`config.mk`:
```
export PLATFORM = sky130hd
export DESIGN_NAME = iirms_cell
export DESIGN_NICKNAME = d
export VERILOG_FILES = /design/src/sv/iirms_pkg.sv /design/src/sv/iirms_cell.sv
export SDC_FILE = /design/constraint.sdc
export NUM_CORES = 2
export LEC_CHECK = 0
export BUFFER_PORTS_ARGS = -buffer_cell sky130_fd_sc_hd__buf_2
export CORE_ASPECT_RATIO = 1.5
export CORE_MARGIN = 2
export CORE_UTILIZATION = 50
export DETAILED_ROUTE_END_ITERATION = 8
export PLACE_DENSITY = 0.68
export SYNTH_ARGS = -nofsm -noshare
export SYNTH_HDL_FRONTEND = slang
export SYNTH_SLANG_ARGS = --single-unit
```
`constraint.sdc`:
```
create_clock -name clk_i -period 13.89 [get_ports clk_i]
set_clock_uncertainty 0.1 [all_clocks]
set_input_delay 2.0835 -clock clk_i [delete_from_list [all_inputs] [get_ports clk_i]]
set_output_delay 2.0835 -clock clk_i [all_outputs]
set_load 0.01 [all_outputs]
```
`src/sv/iirms_pkg.sv`:
```
`timescale 1ns / 1ps
`default_nettype none
// ----------------------------------------------------------------------------
// iirms_pkg
// Types, register indexes and arithmetic constants of the IIR moving-sum core.
// ----------------------------------------------------------------------------
package iirms_pkg;

  localparam int MAX_ORDER_DEF = 3;

  localparam int SAMPLE_W = 16;
  localparam int COEF_W   = 18;
  localparam int FILT_W   = 24;
  localparam int SUM_W    = 26;
  localparam int ORDER_W  = 2;
  localparam int CFG_IDX_W = 3;
  localparam int CFG_DATA_W = COEF_W;

  localparam int PBX_W  = COEF_W + SAMPLE_W;
  localparam int PAF_W  = COEF_W + FILT_W;
  localparam int TERM_W = PAF_W + 1;
  localparam int ACC_W  = TERM_W + 3;
  localparam int FRAC_W = 14;

  localparam int signed SAT_HI = 8388607;
  localparam int signed SAT_LO = -8388608;
  localparam int signed ROUND_HALF = 8192;
  localparam int signed COEF_ONE = 16384;

  // register indexes
  localparam logic [CFG_IDX_W-1:0] REG_ORDER = 3'd0;
  localparam logic [CFG_IDX_W-1:0] REG_B0    = 3'd1;
  localparam logic [CFG_IDX_W-1:0] REG_A1    = 3'd5;

  typedef struct packed {
    logic signed [SAMPLE_W-1:0] sample_in;
    logic                       sequence_start;
  } in_item_t;

  typedef struct packed {
    logic signed [SUM_W-1:0] window_sum;
    logic                    saturated;
  } out_item_t;

  typedef struct packed {
    logic shift;
    logic clear;
    logic tap_en;
  } cell_ctrl_t;

endpackage
`default_nettype wire

```
`src/sv/iirms_cell.sv`:
```
`timescale 1ns / 1ps
`default_nettype none
// ----------------------------------------------------------------------------
// iirms_cell
// One history cell: holds x[n-k] and f[n-k], forms its tap term and hands its
// history to the next cell on each request.
// ----------------------------------------------------------------------------
module iirms_cell
  import iirms_pkg::*;
(
  input  wire                        clk_i,
  input  wire                        rst_ni,
  input  wire cell_ctrl_t            ctrl_i,
  input  wire logic signed [SAMPLE_W-1:0] x_i,
  input  wire logic signed [FILT_W-1:0]   f_i,
  input  wire logic signed [COEF_W-1:0]   coef_b_i,
  input  wire logic signed [COEF_W-1:0]   coef_a_i,
  output logic signed [SAMPLE_W-1:0] x_pass_o,
  output logic signed [FILT_W-1:0]   f_pass_o,
  output logic signed [TERM_W-1:0]   term_o,
  output logic signed [FILT_W-1:0]   win_o
);

  logic signed [SAMPLE_W-1:0] x_q;
  logic signed [FILT_W-1:0]   f_q;
  logic signed [PBX_W-1:0]    pbx;
  logic signed [PAF_W-1:0]    paf;

  always_ff @(posedge clk_i or negedge rst_ni) begin
    if (!rst_ni) begin
      x_q <= '0;
      f_q <= '0;
    end else if (ctrl_i.shift) begin
      x_q <= x_i;
      f_q <= f_i;
    end
  end

  // history reads as zero at a sequence start
  assign x_pass_o = ctrl_i.clear ? '0 : x_q;
  assign f_pass_o = ctrl_i.clear ? '0 : f_q;

  assign pbx = coef_b_i * x_pass_o;
  assign paf = coef_a_i * f_pass_o;

  assign term_o = ctrl_i.tap_en ? (TERM_W'(pbx) - TERM_W'(paf)) : '0;
  assign win_o  = ctrl_i.tap_en ? f_pass_o : '0;

endmodule
`default_nettype wire

```
==> impl_metrics.env <==
export IMPL_cp_data_arrival_time_ps=10610
export IMPL_hold_viol=0
export IMPL_maxCapViolations=0
export IMPL_slew_violations=0
export IMPL_synth_cells=3158
export IMPL_cts_root_buf="clkbuf_16"
export IMPL_min_period_ps=12800
export IMPL_status="finished clean"
export IMPL_ys_seq_elements=40
export IMPL_path_class="input pin to primary output"
export IMPL_postCtsSetupBuffers=0
export IMPL_finalCritPeriodShare_pct=92.1
export IMPL_place_hpwl_mm=70.8
export IMPL_cp_end_kind="primary output"
export IMPL_synth_seq_area_share_pct=3.36
export IMPL_nets=4326
export IMPL_drt_pass1_iter_count=5
export IMPL_area_growth_pct=6.60
export IMPL_syn_nets=4228
export IMPL_die_h_um=303
export IMPL_antenna_found_initial=6
export IMPL_viasPerCell=5.26
export IMPL_initial_core_util_pct=50.5
export IMPL_std_cell_rows=109
export IMPL_io_buffers=187
export IMPL_die_area_um2=61600
export IMPL_relSlewSlack_pct=22.9
export IMPL_antenna_left=0
export IMPL_grt_max_degree=41
export IMPL_cts_resized=0
export IMPL_setup_violations=0
export IMPL_hold_class="flop to flop"
export IMPL_cts_htree_levels=2
export IMPL_num_io_pins=188
export IMPL_tightest_slew_ps=1150
export IMPL_startpoint_type="input pin"
export IMPL_yosys_warnings=0
export IMPL_drt_total_wl_mm=82.9
export IMPL_max_freq_mhz=78.2
export IMPL_fillerInstances=5490
export IMPL_ys_async_sr_fraction_pct=100
export IMPL_drt_iter0_drc=1068
export IMPL_grt_overflow=0
export IMPL_num_vias=21200
export IMPL_clk_latency_ps=280
export IMPL_cts_hold_buf=0
export IMPL_place_congestion=0.888
export IMPL_core_area_um2=58900
export IMPL_grt_usage_pct=28.3
export IMPL_drc=0
export IMPL_die_x_um=203
export IMPL_wl_per_cell_um=20.5
export IMPL_syn_avg_cell_area_um2=9.43
export IMPL_cts_path_max_buffers=2
export IMPL_grt_pass1_vias=24000
export IMPL_synth_distinct_cells=62
export IMPL_finalSetupTns_ps=0
export IMPL_syn_area_um2=29800
export IMPL_synth_enable_flop_cells=0
export IMPL_cts_made_buffers=5
export IMPL_rsz0062_at_grt="no"
export IMPL_drive_gt1_share_pct=10.0
export IMPL_grt_pass1_wl_mm=131
export IMPL_synth_ff_type="dfrtp_1"
export IMPL_clk_pin_slew_worst_paths_ps=60
export IMPL_critPathMaxFanout=22
export IMPL_cts_sinks=40
export IMPL_cts_tree="built"
export IMPL_worstPathRequired_ps=11710
layout make-up:
cell class / count / area, um^2 / share of cell area [%]
Tap cell: 777 / 972 / 3.06
Antenna cell: 3 / 7.51 / 0.0236
Clock inverter: 2 / 38.8 / 0.122
Clock buffer: 6 / 139 / 0.437
Multi-Input combinational cell: 2134 / 25100 / 79.1
Timing Repair Buffer: 242 / 1350 / 4.25
Sequential cell: 40 / 1000 / 3.15
Inverter: 833 / 3130 / 9.85
routing by layer:
metal / GRT usage, % / part of all wire, % / vias to the layer above
li1: - / - / 9195
met1: 29.3 / 32 / 11100
met2: 54.1 / 56 / 620
met3: 1.94 / 3.3 / 265
met4: 19.7 / 8.6 / 4
met5: 0 / 0.034 / -
kinds of logic (layout without fill, tap and decap cells):
family | after synthesis | count (layout) | share of synthesized area [%]
buffers and inverters | 984 | 1083 | 12.4
AND/OR/NAND/NOR | 936 | 936 | 16.2
flip-flops | 40 | 40 | 3.36
XOR/XNOR | 37 | 37 | 1.09
multiplexers | 44 | 44 | 1.65
adder cells (fa/ha/maj) | 989 | 989 | 62.2
AO/OA/AOI/OAI | 128 | 128 | 3.17
other | 0 | 3 | 0
path summary, 6_finish.rpt:
path	start	to	slack, ps	cells past startpoint
min in group asynchronous	rst_ni	x_q[10]$_DFFE_PN0P_	1850	1
min	f_q[14]$_DFFE_PN0P_	f_q[14]$_DFFE_PN0P_	400	1
max in group asynchronous	rst_ni	f_q[18]$_DFFE_PN0P_	11250	1
max	ctrl_i[1]	term_o[37]	1090	28
min reg2reg	f_q[14]$_DFFE_PN0P_	f_q[14]$_DFFE_PN0P_	400	1
max reg2reg	x_q[12]$_DFFE_PN0P_	x_q[12]$_DFFE_PN0P_	12920	1
layout by cell type, fill, tap and decap left out, drive strengths merged, types with 21 or more instances in the layout:
| cell type | n |
|---|---|
| inv | 832 |
| a21oi | 35 |
| mux2 | 40 |
| nor3 | 22 |
| fa | 818 |
| o21ai | 21 |
| nor2 | 57 |
| ha | 171 |
| xnor2 | 29 |
| nand2 | 364 |
| and2 | 367 |
| nor2b | 67 |
| dfrtp | 40 |
| buf | 242 |
stage by stage:
| step | hold slack (ps) | setup WS, ps | cells | cell area [um^2] | util (%) |
|---|---|---|---|---|---|
| floorplan | 373 | 1580 | 3158 | 29800 | - |
| global placement | 382 | 1040 | 4026 | 31600 | 53.6 |
| detailed placement | 387 | 906 | 4026 | 31600 | 53.6 |
| CTS | 401 | 897 | 4034 | 31700 | 53.9 |
| global route | 408 | 561 | 4035 | 31700 | 53.9 |
| finish | 399 | 1090 | 4037 | 31700 | 53.9 |
registers in the layout, indices dropped and copies added (netlist names):
| register | count |
|---|---|
| f_q | 24 |
| x_q | 16 |
Yosys cell counts, types with 3 or more instances:
cell type	number	area share, %
a21o_1	16	0.40
a211o_1	3	0.088
o21ai_0	19	0.32
and3_1	6	0.13
or2_2	7	0.15
dfrtp_1	40	3.4
buf_1	4	0.050
and4_1	3	0.088
fa_1	818	55
a21oi_1	33	0.55
nand3_1	14	0.24
xnor2_1	29	0.85
a211oi_1	7	0.18
nand4b_1	3	0.088
mux2i_1	4	0.13
a31oi_1	5	0.11
xor2_1	8	0.24
o21a_1	11	0.28
nor3b_1	8	0.20
ha_1	171	7.2
clkbuf_1	147	1.9
nor2b_1	67	1.4
mux2_2	40	1.5
nand2b_1	8	0.17
inv_1	831	10
and2_1	367	7.7
nor2_1	56	0.71
o211ai_1	6	0.15
o21bai_1	3	0.076
nand2_1	364	4.6
nor3_1	22	0.37
worst max-delay path, cell delays in order:
cell	delay, ps
buf_2	240
buf_4	310
nor2b_1	630
buf_4	350
nand2_1	100
fa_1	500
fa_1	500
inv_1	50
fa_1	490
fa_1	550
inv_1	50
fa_1	500
inv_1	50
fa_1	500
fa_1	510
inv_1	50
fa_1	470
inv_1	50
ha_1	320
a21oi_1	160
nand2_1	200
a221oi_2	600
a2111oi_2	210
nor4b_2	440
nor3_1	170
a211oi_1	240
nor3_1	80
buf_2	170
Power is not shown: default switching activity piles up to over one toggle a cycle in this logic, so the estimate is an artifact.
